<file path="config.mk">
export PLATFORM = sky130hd
export DESIGN_NAME = polygon_rect_clipper
export DESIGN_NICKNAME = d
export VERILOG_FILES = /design/src/rtl/prc_pkg.sv /design/src/rtl/prc_front.sv /design/src/rtl/prc_muldiv.sv /design/src/rtl/prc_back.sv /design/src/rtl/polygon_rect_clipper.sv
export SDC_FILE = /design/constraint.sdc
export NUM_CORES = 2
export LEC_CHECK = 0
export CORE_UTILIZATION = 64
export DETAILED_ROUTE_END_ITERATION = 7
export DONT_BUFFER_PORTS = 1
export GPL_TIMING_DRIVEN = 0
export PLACE_DENSITY = 0.8
export RECOVER_POWER = 50
export SLEW_MARGIN = 20
export SYNTH_ARGS = -nofsm -noshare
export SYNTH_HDL_FRONTEND = slang
export SYNTH_HIERARCHICAL = 1
export SYNTH_SLANG_ARGS = --single-unit
</file>
<file path="constraint.sdc">
create_clock -name clk -period 11.1 [get_ports clk]
set_input_delay 1.665 -clock clk [delete_from_list [all_inputs] [get_ports clk]]
set_output_delay 1.665 -clock clk [all_outputs]
set_load 0.01 [all_outputs]
</file>
<file path="src/rtl/prc_pkg.sv">
// Shared types and constants of the polygon rectangle clipper.
// No dependencies; every other file of the block but prc_muldiv uses this package.
package prc_pkg;

  localparam int COORD_WIDTH_DEF = 24;
  localparam int FRAC_BITS_DEF   = 8;
  localparam int WIN_W           = 16;
  localparam int CFG_IDX_W       = 2;
  localparam int LEVELS          = 4;
  localparam int BUF_DEPTH       = 3;

  localparam logic [CFG_IDX_W-1:0] REG_LEFT   = 2'd0;
  localparam logic [CFG_IDX_W-1:0] REG_BOTTOM = 2'd1;
  localparam logic [CFG_IDX_W-1:0] REG_RIGHT  = 2'd2;
  localparam logic [CFG_IDX_W-1:0] REG_TOP    = 2'd3;

  localparam logic [1:0] LVL_LEFT   = 2'd0;
  localparam logic [1:0] LVL_RIGHT  = 2'd1;
  localparam logic [1:0] LVL_TOP    = 2'd2;
  localparam logic [1:0] LVL_BOTTOM = 2'd3;

  typedef struct packed {
    logic signed [WIN_W-1:0] left;
    logic signed [WIN_W-1:0] bottom;
    logic signed [WIN_W-1:0] right;
    logic signed [WIN_W-1:0] top;
  } window_t;

  typedef struct packed {
    logic valid;
    logic final_vertex;
  } queue_head_t;

  // Internal vertex width: wide enough for input coordinates and scaled window edges.
  function automatic int vertex_width(input int cw, input int fb);
    return (cw > WIN_W + fb) ? cw : WIN_W + fb;
  endfunction

endpackage

</file>
<file path="src/rtl/prc_front.sv">
// Input side of the clipper: a two-entry vertex queue that takes requests.
// Depends on prc_pkg.
module prc_front #(
  parameter int COORD_WIDTH = prc_pkg::COORD_WIDTH_DEF
) (
  input  logic                          clk,
  input  logic                          rst_n,
  input  logic                          in_valid,
  output logic                          in_ready,
  input  logic signed [COORD_WIDTH-1:0] in_x,
  input  logic signed [COORD_WIDTH-1:0] in_y,
  input  logic                          in_final,
  input  logic                          pop,
  output prc_pkg::queue_head_t          head,
  output logic signed [COORD_WIDTH-1:0] head_x,
  output logic signed [COORD_WIDTH-1:0] head_y
);

  logic signed [COORD_WIDTH-1:0] qx_r [2];
  logic signed [COORD_WIDTH-1:0] qy_r [2];
  logic                          qf_r [2];
  logic                          wr_ptr_r;
  logic                          rd_ptr_r;
  logic [1:0]                    cnt_r;
  logic                          push;
  logic                          do_pop;

  assign in_ready          = (cnt_r != 2'd2);
  assign push              = in_valid && in_ready;
  assign do_pop            = pop && (cnt_r != 2'd0);
  assign head.valid        = (cnt_r != 2'd0);
  assign head.final_vertex = qf_r[rd_ptr_r];
  assign head_x            = qx_r[rd_ptr_r];
  assign head_y            = qy_r[rd_ptr_r];

  always_ff @(posedge clk) begin
    if (!rst_n) begin
      wr_ptr_r <= 1'b0;
      rd_ptr_r <= 1'b0;
      cnt_r    <= 2'd0;
    end else begin
      if (push) begin
        qx_r[wr_ptr_r] <= in_x;
        qy_r[wr_ptr_r] <= in_y;
        qf_r[wr_ptr_r] <= in_final;
        wr_ptr_r       <= ~wr_ptr_r;
      end
      if (do_pop) begin
        rd_ptr_r <= ~rd_ptr_r;
      end
      if (push && !do_pop) begin
        cnt_r <= cnt_r + 2'd1;
      end else if (!push && do_pop) begin
        cnt_r <= cnt_r - 2'd1;
      end
    end
  end

endmodule

</file>
<file path="src/rtl/prc_muldiv.sv">
// Serial unit for trunc(e * n / d) with |n| <= |d|, one bit of e per cycle.
// Depends on prc_pkg only through its callers; used by prc_back.
module prc_muldiv #(
  parameter int DW = 25
) (
  input  logic                 clk,
  input  logic                 rst_n,
  input  logic                 start,
  input  logic signed [DW-1:0] e,
  input  logic signed [DW-1:0] n,
  input  logic signed [DW-1:0] d,
  output logic                 done,
  output logic signed [DW-1:0] q
);

  localparam int RW = DW + 2;
  localparam int CNT_W = $clog2(DW + 1);

  logic [DW-1:0]    ae_r;
  logic [DW-1:0]    an_r;
  logic [DW-1:0]    ad_r;
  logic [RW-1:0]    rem_r;
  logic [DW-1:0]    quo_r;
  logic [CNT_W-1:0] cnt_r;
  logic             neg_r;
  logic             run_r;
  logic             done_r;
  logic [RW-1:0]    acc;
  logic [RW-1:0]    d1;
  logic [RW-1:0]    d2;
  logic [RW-1:0]    rem_nxt;
  logic [DW-1:0]    quo_nxt;

  always_comb begin
    d1  = {2'b00, ad_r};
    d2  = {1'b0, ad_r, 1'b0};
    acc = {rem_r[RW-2:0], 1'b0} + (ae_r[DW-1] ? {2'b00, an_r} : {RW{1'b0}});
    if (acc >= d2) begin
      rem_nxt = acc - d2;
      quo_nxt = {quo_r[DW-2:0], 1'b0} + DW'(2);
    end else if (acc >= d1) begin
      rem_nxt = acc - d1;
      quo_nxt = {quo_r[DW-2:0], 1'b0} + DW'(1);
    end else begin
      rem_nxt = acc;
      quo_nxt = {quo_r[DW-2:0], 1'b0};
    end
  end

  assign done = done_r;
  assign q    = neg_r ? -$signed(quo_r) : $signed(quo_r);

  always_ff @(posedge clk) begin
    if (!rst_n) begin
      run_r  <= 1'b0;
      done_r <= 1'b0;
      cnt_r  <= '0;
    end else begin
      done_r <= 1'b0;
      if (start) begin
        ae_r  <= e[DW-1] ? DW'(-e) : DW'(e);
        an_r  <= n[DW-1] ? DW'(-n) : DW'(n);
        ad_r  <= d[DW-1] ? DW'(-d) : DW'(d);
        neg_r <= e[DW-1] ^ n[DW-1] ^ d[DW-1];
        rem_r <= '0;
        quo_r <= '0;
        cnt_r <= CNT_W'(DW);
        run_r <= 1'b1;
      end else if (run_r) begin
        rem_r <= rem_nxt;
        quo_r <= quo_nxt;
        ae_r  <= {ae_r[DW-2:0], 1'b0};
        cnt_r <= cnt_r - CNT_W'(1);
        if (cnt_r == CNT_W'(1)) begin
          run_r  <= 1'b0;
          done_r <= 1'b1;
        end
      end
    end
  end

endmodule

</file>
<file path="src/rtl/prc_back.sv">
// Clip engine: left, right, top and bottom edge stages fed through small level buffers, and the output hold stage.
// Depends on prc_pkg and prc_muldiv.
module prc_back #(
  parameter int COORD_WIDTH = prc_pkg::COORD_WIDTH_DEF,
  parameter int FRAC_BITS   = prc_pkg::FRAC_BITS_DEF
) (
  input  logic                          clk,
  input  logic                          rst_n,
  input  prc_pkg::window_t              win,
  input  prc_pkg::queue_head_t          head,
  input  logic signed [COORD_WIDTH-1:0] head_x,
  input  logic signed [COORD_WIDTH-1:0] head_y,
  output logic                          pop,
  output logic                          out_valid,
  input  logic                          out_ready,
  output logic [COORD_WIDTH-1:0]        out_x,
  output logic [COORD_WIDTH-1:0]        out_y,
  output logic                          out_last,
  output logic                          out_empty
);

  localparam int VW = prc_pkg::vertex_width(COORD_WIDTH, FRAC_BITS);
  localparam int DW = VW + 1;

  typedef enum logic [1:0] {ST_PICK, ST_EDGE, ST_DIV} state_t;

  state_t                state_r;
  logic signed [VW-1:0]  fx_r [prc_pkg::LEVELS];
  logic signed [VW-1:0]  fy_r [prc_pkg::LEVELS];
  logic signed [VW-1:0]  px_r [prc_pkg::LEVELS];
  logic signed [VW-1:0]  py_r [prc_pkg::LEVELS];
  logic                  has_r [prc_pkg::LEVELS];
  logic signed [VW-1:0]  bx_r [prc_pkg::LEVELS][prc_pkg::BUF_DEPTH];
  logic signed [VW-1:0]  by_r [prc_pkg::LEVELS][prc_pkg::BUF_DEPTH];
  logic                  bc_r [prc_pkg::LEVELS][prc_pkg::BUF_DEPTH];
  logic [1:0]            bcnt_r [prc_pkg::LEVELS];
  logic [1:0]            brd_r [prc_pkg::LEVELS];
  logic                  close0_r;
  logic [1:0]            lvl_r;
  logic signed [VW-1:0]  p1x_r, p1y_r, p2x_r, p2y_r;
  logic                  edge_r;
  logic                  close_r;
  logic signed [VW-1:0]  hx_r, hy_r;
  logic                  hv_r;
  logic                  out_valid_r;
  logic [COORD_WIDTH-1:0] out_x_r, out_y_r;
  logic                  out_last_r, out_empty_r;

  logic                  out_free;
  logic                  sink_go, clip_go;
  logic [1:0]            sel_lvl, src;
  logic signed [VW-1:0]  tok_x, tok_y;
  logic                  tok_cl;
  logic                  pop_buf;
  logic [1:0]            pb;
  logic signed [VW-1:0]  bnd_l, bnd_r, bnd_t, bnd_b, bnd;
  logic signed [VW-1:0]  a1, a2, o1, o2;
  logic                  in1, in2, cross_need;
  logic                  div_start, div_done;
  logic signed [DW-1:0]  div_e, div_n, div_d, div_q, co;
  logic signed [VW-1:0]  cx, cy;
  logic                  wr_go;
  logic [1:0]            wcnt;
  logic signed [VW-1:0]  wx [prc_pkg::BUF_DEPTH];
  logic signed [VW-1:0]  wy [prc_pkg::BUF_DEPTH];
  logic                  wc [prc_pkg::BUF_DEPTH];

  assign bnd_l = VW'($signed(win.left)) <<< FRAC_BITS;
  assign bnd_r = VW'($signed(win.right)) <<< FRAC_BITS;
  assign bnd_t = VW'($signed(win.top)) <<< FRAC_BITS;
  assign bnd_b = VW'($signed(win.bottom)) <<< FRAC_BITS;

  assign out_free = !out_valid_r || out_ready;
  assign sink_go  = (state_r == ST_PICK) && (bcnt_r[3] != 2'd0) && out_free;
  assign clip_go  = (state_r == ST_PICK) && (bcnt_r[3] == 2'd0) &&
                    ((bcnt_r[2] != 2'd0) || (bcnt_r[1] != 2'd0) ||
                     (bcnt_r[0] != 2'd0) || head.valid);

  always_comb begin
    priority if (bcnt_r[2] != 2'd0) sel_lvl = prc_pkg::LVL_BOTTOM;
    else if (bcnt_r[1] != 2'd0)     sel_lvl = prc_pkg::LVL_TOP;
    else if (bcnt_r[0] != 2'd0)     sel_lvl = prc_pkg::LVL_RIGHT;
    else                            sel_lvl = prc_pkg::LVL_LEFT;
    src = sel_lvl - 2'd1;
    if (sel_lvl == prc_pkg::LVL_LEFT) begin
      tok_x  = VW'(head_x);
      tok_y  = VW'(head_y);
      tok_cl = close0_r;
    end else begin
      tok_x  = bx_r[src][brd_r[src]];
      tok_y  = by_r[src][brd_r[src]];
      tok_cl = bc_r[src][brd_r[src]];
    end
  end

  assign pop     = clip_go && (sel_lvl == prc_pkg::LVL_LEFT) &&
                   (close0_r || !head.final_vertex);
  assign pop_buf = sink_go || (clip_go && (sel_lvl != prc_pkg::LVL_LEFT));
  assign pb      = sink_go ? 2'd3 : src;

  always_comb begin
    unique case (lvl_r)
      prc_pkg::LVL_LEFT:   bnd = bnd_l;
      prc_pkg::LVL_RIGHT:  bnd = bnd_r;
      prc_pkg::LVL_TOP:    bnd = bnd_t;
      prc_pkg::LVL_BOTTOM: bnd = bnd_b;
      default:             bnd = bnd_l;
    endcase
    if (lvl_r == prc_pkg::LVL_LEFT || lvl_r == prc_pkg::LVL_RIGHT) begin
      a1 = p1x_r; a2 = p2x_r; o1 = p1y_r; o2 = p2y_r;
    end else begin
      a1 = p1y_r; a2 = p2y_r; o1 = p1x_r; o2 = p2x_r;
    end
    if (lvl_r == prc_pkg::LVL_LEFT || lvl_r == prc_pkg::LVL_BOTTOM) begin
      in1 = (a1 >= bnd);
      in2 = (a2 >= bnd);
    end else begin
      in1 = (a1 <= bnd);
      in2 = (a2 <= bnd);
    end
  end

  assign cross_need = edge_r && (in1 ^ in2);
  assign div_start  = (state_r == ST_EDGE) && cross_need;
  assign div_e      = DW'(o2) - DW'(o1);
  assign div_n      = DW'(a2) - DW'(bnd);
  assign div_d      = DW'(a2) - DW'(a1);
  assign co         = DW'(o2) - div_q;

  always_comb begin
    if (lvl_r == prc_pkg::LVL_LEFT || lvl_r == prc_pkg::LVL_RIGHT) begin
      cx = bnd;
      cy = co[VW-1:0];
    end else begin
      cx = co[VW-1:0];
      cy = bnd;
    end
  end

  prc_muldiv #(.DW(DW)) u_muldiv (
    .clk   (clk),
    .rst_n (rst_n),
    .start (div_start),
    .e     (div_e),
    .n     (div_n),
    .d     (div_d),
    .done  (div_done),
    .q     (div_q)
  );

  assign wr_go = ((state_r == ST_EDGE) && !cross_need) || ((state_r == ST_DIV) && div_done);

  always_comb begin
    logic [1:0] k;
    k = 2'd0;
    for (int i = 0; i < prc_pkg::BUF_DEPTH; i++) begin
      wx[i] = p2x_r;
      wy[i] = p2y_r;
      wc[i] = 1'b0;
    end
    if (state_r == ST_DIV) begin
      wx[k] = cx;
      wy[k] = cy;
      k = k + 2'd1;
      if (in2) begin
        wx[k] = p2x_r;
        wy[k] = p2y_r;
        k = k + 2'd1;
      end
    end else if (edge_r && in1 && in2) begin
      k = k + 2'd1;
    end
    if (close_r) begin
      wc[k] = 1'b1;
      k = k + 2'd1;
    end
    wcnt = k;
  end

  assign out_valid = out_valid_r;
  assign out_x     = out_x_r;
  assign out_y     = out_y_r;
  assign out_last  = out_last_r;
  assign out_empty = out_empty_r;

  always_ff @(posedge clk) begin
    if (!rst_n) begin
      state_r     <= ST_PICK;
      has_r       <= '{default: 1'b0};
      bcnt_r      <= '{default: 2'd0};
      brd_r       <= '{default: 2'd0};
      close0_r    <= 1'b0;
      hv_r        <= 1'b0;
      out_valid_r <= 1'b0;
      lvl_r       <= prc_pkg::LVL_LEFT;
      edge_r      <= 1'b0;
      close_r     <= 1'b0;
    end else begin
      if (out_valid_r && out_ready) begin
        out_valid_r <= 1'b0;
      end
      unique case (state_r)
        ST_PICK: begin
          if (sink_go) begin
            if (bc_r[3][brd_r[3]]) begin
              out_valid_r <= 1'b1;
              out_x_r     <= hv_r ? hx_r[COORD_WIDTH-1:0] : '0;
              out_y_r     <= hv_r ? hy_r[COORD_WIDTH-1:0] : '0;
              out_last_r  <= 1'b1;
              out_empty_r <= !hv_r;
              hv_r        <= 1'b0;
            end else begin
              if (hv_r) begin
                out_valid_r <= 1'b1;
                out_x_r     <= hx_r[COORD_WIDTH-1:0];
                out_y_r     <= hy_r[COORD_WIDTH-1:0];
                out_last_r  <= 1'b0;
                out_empty_r <= 1'b0;
              end
              hx_r <= bx_r[3][brd_r[3]];
              hy_r <= by_r[3][brd_r[3]];
              hv_r <= 1'b1;
            end
          end else if (clip_go) begin
            lvl_r   <= sel_lvl;
            close_r <= tok_cl;
            if (tok_cl) begin
              edge_r         <= has_r[sel_lvl];
              p1x_r          <= px_r[sel_lvl];
              p1y_r          <= py_r[sel_lvl];
              p2x_r          <= fx_r[sel_lvl];
              p2y_r          <= fy_r[sel_lvl];
              has_r[sel_lvl] <= 1'b0;
            end else if (!has_r[sel_lvl]) begin
              fx_r[sel_lvl]  <= tok_x;
              fy_r[sel_lvl]  <= tok_y;
              px_r[sel_lvl]  <= tok_x;
              py_r[sel_lvl]  <= tok_y;
              has_r[sel_lvl] <= 1'b1;
              edge_r         <= 1'b0;
            end else begin
              p1x_r         <= px_r[sel_lvl];
              p1y_r         <= py_r[sel_lvl];
              p2x_r         <= tok_x;
              p2y_r         <= tok_y;
              px_r[sel_lvl] <= tok_x;
              py_r[sel_lvl] <= tok_y;
              edge_r        <= 1'b1;
            end
            if (sel_lvl == prc_pkg::LVL_LEFT) begin
              close0_r <= !close0_r && head.final_vertex;
            end
            state_r <= ST_EDGE;
          end
        end
        ST_EDGE: begin
          state_r <= cross_need ? ST_DIV : ST_PICK;
        end
        ST_DIV: begin
          if (div_done) begin
            state_r <= ST_PICK;
          end
        end
        default: state_r <= ST_PICK;
      endcase
      if (pop_buf) begin
        if (2'(brd_r[pb] + 2'd1) == bcnt_r[pb]) begin
          bcnt_r[pb] <= 2'd0;
          brd_r[pb]  <= 2'd0;
        end else begin
          brd_r[pb] <= brd_r[pb] + 2'd1;
        end
      end
      if (wr_go) begin
        for (int i = 0; i < prc_pkg::BUF_DEPTH; i++) begin
          bx_r[lvl_r][i] <= wx[i];
          by_r[lvl_r][i] <= wy[i];
          bc_r[lvl_r][i] <= wc[i];
        end
        bcnt_r[lvl_r] <= wcnt;
        brd_r[lvl_r]  <= 2'd0;
      end
    end
  end

endmodule

</file>
<file path="src/rtl/polygon_rect_clipper.sv">
// Top level of the polygon rectangle clipper: window registers, input queue and clip engine.
// Depends on prc_pkg, prc_front and prc_back.
//
// Vertices arrive as requests on the in_ channel, x and y in tdata, tlast on the last
// vertex of a polygon. Clipped vertices leave on the out_ channel in the same format;
// out_tlast marks the final vertex of a polygon, and out_tuser marks a polygon that was
// clipped away completely, sent as one request with zero coordinates.
// The window registers (left, bottom, right, top, whole units) are written on the cfg_
// port; the user must write them only while no polygon is in flight, and the block
// itself does not enforce this. Reset sets them to zero. A vertex token passes the PICK
// and EDGE states in each of the edge stages that it reaches and then the output hold
// stage, and every intersection adds a run of the serial multiply-divide unit.
// One result is held back inside, so results of a polygon leave one vertex late and the
// rest on its last vertex. A two-entry input queue lets the sender run ahead; when the
// receiver stalls, the engine stops once its output register is full and a result
// waits in the bottom stage buffer. Synchronous active-low reset clears the queue, the
// stage valid flags and buffer counts, the held result flag and the output valid flag.
module polygon_rect_clipper #(
  parameter int COORD_WIDTH = prc_pkg::COORD_WIDTH_DEF,
  parameter int FRAC_BITS   = prc_pkg::FRAC_BITS_DEF,
  localparam int TDW = ((2 * COORD_WIDTH + 7) / 8) * 8
) (
  input  logic                          clk,
  input  logic                          rst_n,
  input  logic                          in_tvalid,
  output logic                          in_tready,
  input  logic [TDW-1:0]                in_tdata,   // vertex_x, vertex_y
  input  logic                          in_tlast,
  output logic                          out_tvalid,
  input  logic                          out_tready,
  output logic [TDW-1:0]                out_tdata,  // out_x, out_y
  output logic                          out_tlast,
  output logic                          out_tuser,  // polygon_empty
  input  logic                          cfg_we,
  input  logic [prc_pkg::CFG_IDX_W-1:0] cfg_index,
  input  logic [prc_pkg::WIN_W-1:0]     cfg_wdata
);

  prc_pkg::window_t              win_r;
  prc_pkg::queue_head_t          head;
  logic signed [COORD_WIDTH-1:0] head_x, head_y;
  logic                          pop;
  logic [COORD_WIDTH-1:0]        res_x, res_y;

  always_ff @(posedge clk) begin
    if (!rst_n) begin
      win_r <= '0;
    end else if (cfg_we) begin
      unique case (cfg_index)
        prc_pkg::REG_LEFT:   win_r.left   <= cfg_wdata;
        prc_pkg::REG_BOTTOM: win_r.bottom <= cfg_wdata;
        prc_pkg::REG_RIGHT:  win_r.right  <= cfg_wdata;
        prc_pkg::REG_TOP:    win_r.top    <= cfg_wdata;
        default:             win_r        <= win_r;
      endcase
    end
  end

  prc_front #(.COORD_WIDTH(COORD_WIDTH)) u_front (
    .clk      (clk),
    .rst_n    (rst_n),
    .in_valid (in_tvalid),
    .in_ready (in_tready),
    .in_x     (in_tdata[COORD_WIDTH-1:0]),
    .in_y     (in_tdata[2*COORD_WIDTH-1:COORD_WIDTH]),
    .in_final (in_tlast),
    .pop      (pop),
    .head     (head),
    .head_x   (head_x),
    .head_y   (head_y)
  );

  prc_back #(.COORD_WIDTH(COORD_WIDTH), .FRAC_BITS(FRAC_BITS)) u_back (
    .clk       (clk),
    .rst_n     (rst_n),
    .win       (win_r),
    .head      (head),
    .head_x    (head_x),
    .head_y    (head_y),
    .pop       (pop),
    .out_valid (out_tvalid),
    .out_ready (out_tready),
    .out_x     (res_x),
    .out_y     (res_y),
    .out_last  (out_tlast),
    .out_empty (out_tuser)
  );

  assign out_tdata = TDW'({res_y, res_x});

  a_empty_is_last: assert property (@(posedge clk) disable iff (!rst_n)
    out_tvalid && out_tuser |-> out_tlast)
    else $error("empty polygon request without last flag");

  a_empty_zero: assert property (@(posedge clk) disable iff (!rst_n)
    out_tvalid && out_tuser |-> out_tdata == '0)
    else $error("empty polygon request with nonzero coordinates");

  a_reset_quiet: assert property (@(posedge clk)
    !rst_n |=> !out_tvalid)
    else $error("output request right after reset");

endmodule

</file>
==> flow_summary.json <==
{
  "ctsHoldBuffers": 0,
  "hold_viol": 0,
  "dp_cells": 6956,
  "drv_cap": 13,
  "via_per_inst": 6.730,
  "skew_ns": 0.04066,
  "clkTransAtPathRegs_ns": 0.06,
  "cp_top_family": "buffers and inverters",
  "detail-route-antenna-nets": 0,
  "cts_tree": "yes",
  "netlist_area_mm2": 0.06407,
  "synth_area_per_cell_um2": 11.37,
  "port_buffers": 0,
  "outcome": "finished, violations left",
  "cts.repair.resized": 0,
  "num_vias": 48540,
  "io_pins": 124,
  "nNetsFinal": 6079,
  "place_hpwl_um": 148100,
  "cts_buffer_depth": 3,
  "postCtsSetupRepairBufs": 0,
  "cp.required_ns": 11.53,
  "core_area_mm2": 0.09885,
  "die_area_mm2": 0.1014,
  "crit_path_end_kind": "flop",
  "die_x_um": 318.4,
  "drt_first_iter_violations": 7671,
  "syn_to_final_growth_pct": 10.38,
  "cts_sinks": 1303,
  "grtUsageTotal": 0.3988,
  "p_per_area_mw_per_mm2": 242.3,
  "drt_pass1_iterations": 8,
  "slew_viol_final": 281,
  "setup_viol": 0,
  "violations": "DRC, capacitance limit, slew limit",
  "grt_pass1_wl_um": 294400,
  "cp-start-kind": "flop",
  "grt_max_degree": 51,
  "path_class": "reg -> reg",
  "fmax_mhz": 108.5,
  "p_leak_nw": 25.52,
  "hold_class": "reg -> reg",
  "period_share": 0.8300,
  "wl_per_cell_um": 28.42,
  "cts_buffers": 134,
  "cp_cell_sequence": "inv_1, ha_1, clkbuf_1, nor2_1, clkbuf_1, clkbuf_1, mux2i_1, inv_1, ha_1, and4_1, and3_1, nand2_1, a2111oi_0, inv_1, a21boi_0, mux2i_4, nor2_1, clkbuf_1, clkbuf_1, clkbuf_1, o22ai_1",
  "dp_slack_ns": 2.548,
  "ys_warn_count": 6,
  "grt_overflow": 0,
  "rsz0062_at_grt": "no",
  "root_buffer": "clkbuf_16",
  "syn-num-nets": 5899,
  "clock_latency_ns": 0.78,
  "slew_headroom": -0.7113,
  "max_stage_delay_ns": 0.81,
  "globalplace.congestion": 1.006,
  "worst_slew_pin_slew_ns": 2.567,
  "finalNonFillerCells": 7213,
  "crit_top_cell": "clkbuf_1",
  "grt_pass1_vias": 45440,
  "drc": 2,
  "wl_um": 205000,
  "critPathArrivalTime_ns": 9.65,
  "cts_htree_levels": 4,
  "drive_gt1_frac": 0.05961,
  "crit_fanout": 10,
  "die_h_um": 318.4,
  "syn-instance-count": 5633,
  "fin_crit_ns": 9.213,
  "cp_num_buf_inv": 9,
  "antenna_found_initial": 9,
  "start_util": 0.6481,
  "peakVddDrop_mv": 0.1828,
  "crit_slowest_cell": "a2111oi_0",
  "rows": 115,
  "setup_ws_ns": 1.887
}
tightest hold or removal path: cells and delay by family, from the launching register on:
| family | cells | cell delay (ns) |
|---|---|---|
| flops | 1 | 0.31 |
| simple gates | 1 | 0.05 |
| mux | 1 | 0.05 |
metrics by stage:
stage                     utilization  hold slack (ns)  TNS, ns  cell area (um2)  power, mW
after CTS                      0.7184           0.4572        0            71020      16.95
final                          0.7154           0.4546        0            70720      17.14
after detailed placement       0.6742           0.4494        0            66650      12.50
after floorplan                     -           0.4312        0            64070      10.50
after global routing           0.7153           0.4804        0            70710      17.74
after global placement         0.6644           0.4396   -33.74            65680      12.32
registers in the layout, summed over array words and instances (netlist names), 25 cells and up, named ones only:
name	cells
u_back/u_muldiv/ae_r	25
u_back/u_muldiv/rem_r	26
u_back/fx_r	96
win_r	64
u_back/by_r	192
u_front/qy_r	48
u_back/u_muldiv/ad_r	25
u_back/fy_r	96
u_front/qx_r	48
u_back/px_r	96
u_back/bx_r	192
u_back/u_muldiv/an_r	25
u_back/py_r	96
area by class of cell:
cell class,count,area (um2)
multi-input combinational,3864,24180
fill,6679,28130
tap,1287,1610
clock buffer,171,3630
clock inverter,74,735.7
inverter,156,585.6
sequential,1303,38080
timing repair buffer,44,620.6
antenna,4,10.01
buffer,310,1266
power by group:
group          leakage [nW]  internal (mW)  switching (mW)
logic                  11.7           2.11            4.14
clock network          2.11           2.55            1.93
registers              11.7           6.13           0.285
total                  25.5           10.8            6.35
worst paths after layout:
path                        start  slack [ns]  cells after the start                        to
setup / recovery  u_back/lvl_r[1]        1.89                     21  u_back/u_muldiv/ae_r[24]
setup reg to reg  u_back/lvl_r[1]        1.89                     21  u_back/u_muldiv/ae_r[24]
hold reg to reg         win_r[52]        0.45                      2                 win_r[52]
hold / removal          win_r[52]        0.45                      2                 win_r[52]
per-layer routing:
| layer | GRT usage | share of wire | vias to the layer above |
|---|---|---|---|
| met5 | 0 | 0.00041 | - |
| met4 | 0.2165 | 0.063 | 8 |
| met3 | 0.1478 | 0.16 | 626 |
| met2 | 0.5619 | 0.42 | 3579 |
| met1 | 0.5364 | 0.37 | 23270 |
| li1 | - | - | 21060 |
layout by cell type (no fill, tap or decap), types with 20 or more instances in the layout:
cell type / instances
a211oi_1: 135
a21o_1: 107
a21oi_1: 232
a221oi_1: 49
a311oi_1: 58
a31oi_1: 153
and2_1: 128
and3_1: 99
clkbuf_1: 320
clkbuf_16: 140
clkinv_1: 32
dfxtp_1: 105
edfxtp_1: 1198
ha_1: 188
inv_1: 155
mux2_2: 62
mux2i_1: 190
nand2_1: 1050
nand2b_1: 41
nand3_1: 63
nand4_1: 20
nor2_1: 325
nor2b_1: 71
nor3_1: 57
nor4_1: 24
o21a_1: 37
o21ai_0: 215
o31ai_1: 30
or3_1: 31
xnor2_1: 177
xor2_1: 68
(Power assumes the default switching activity.)
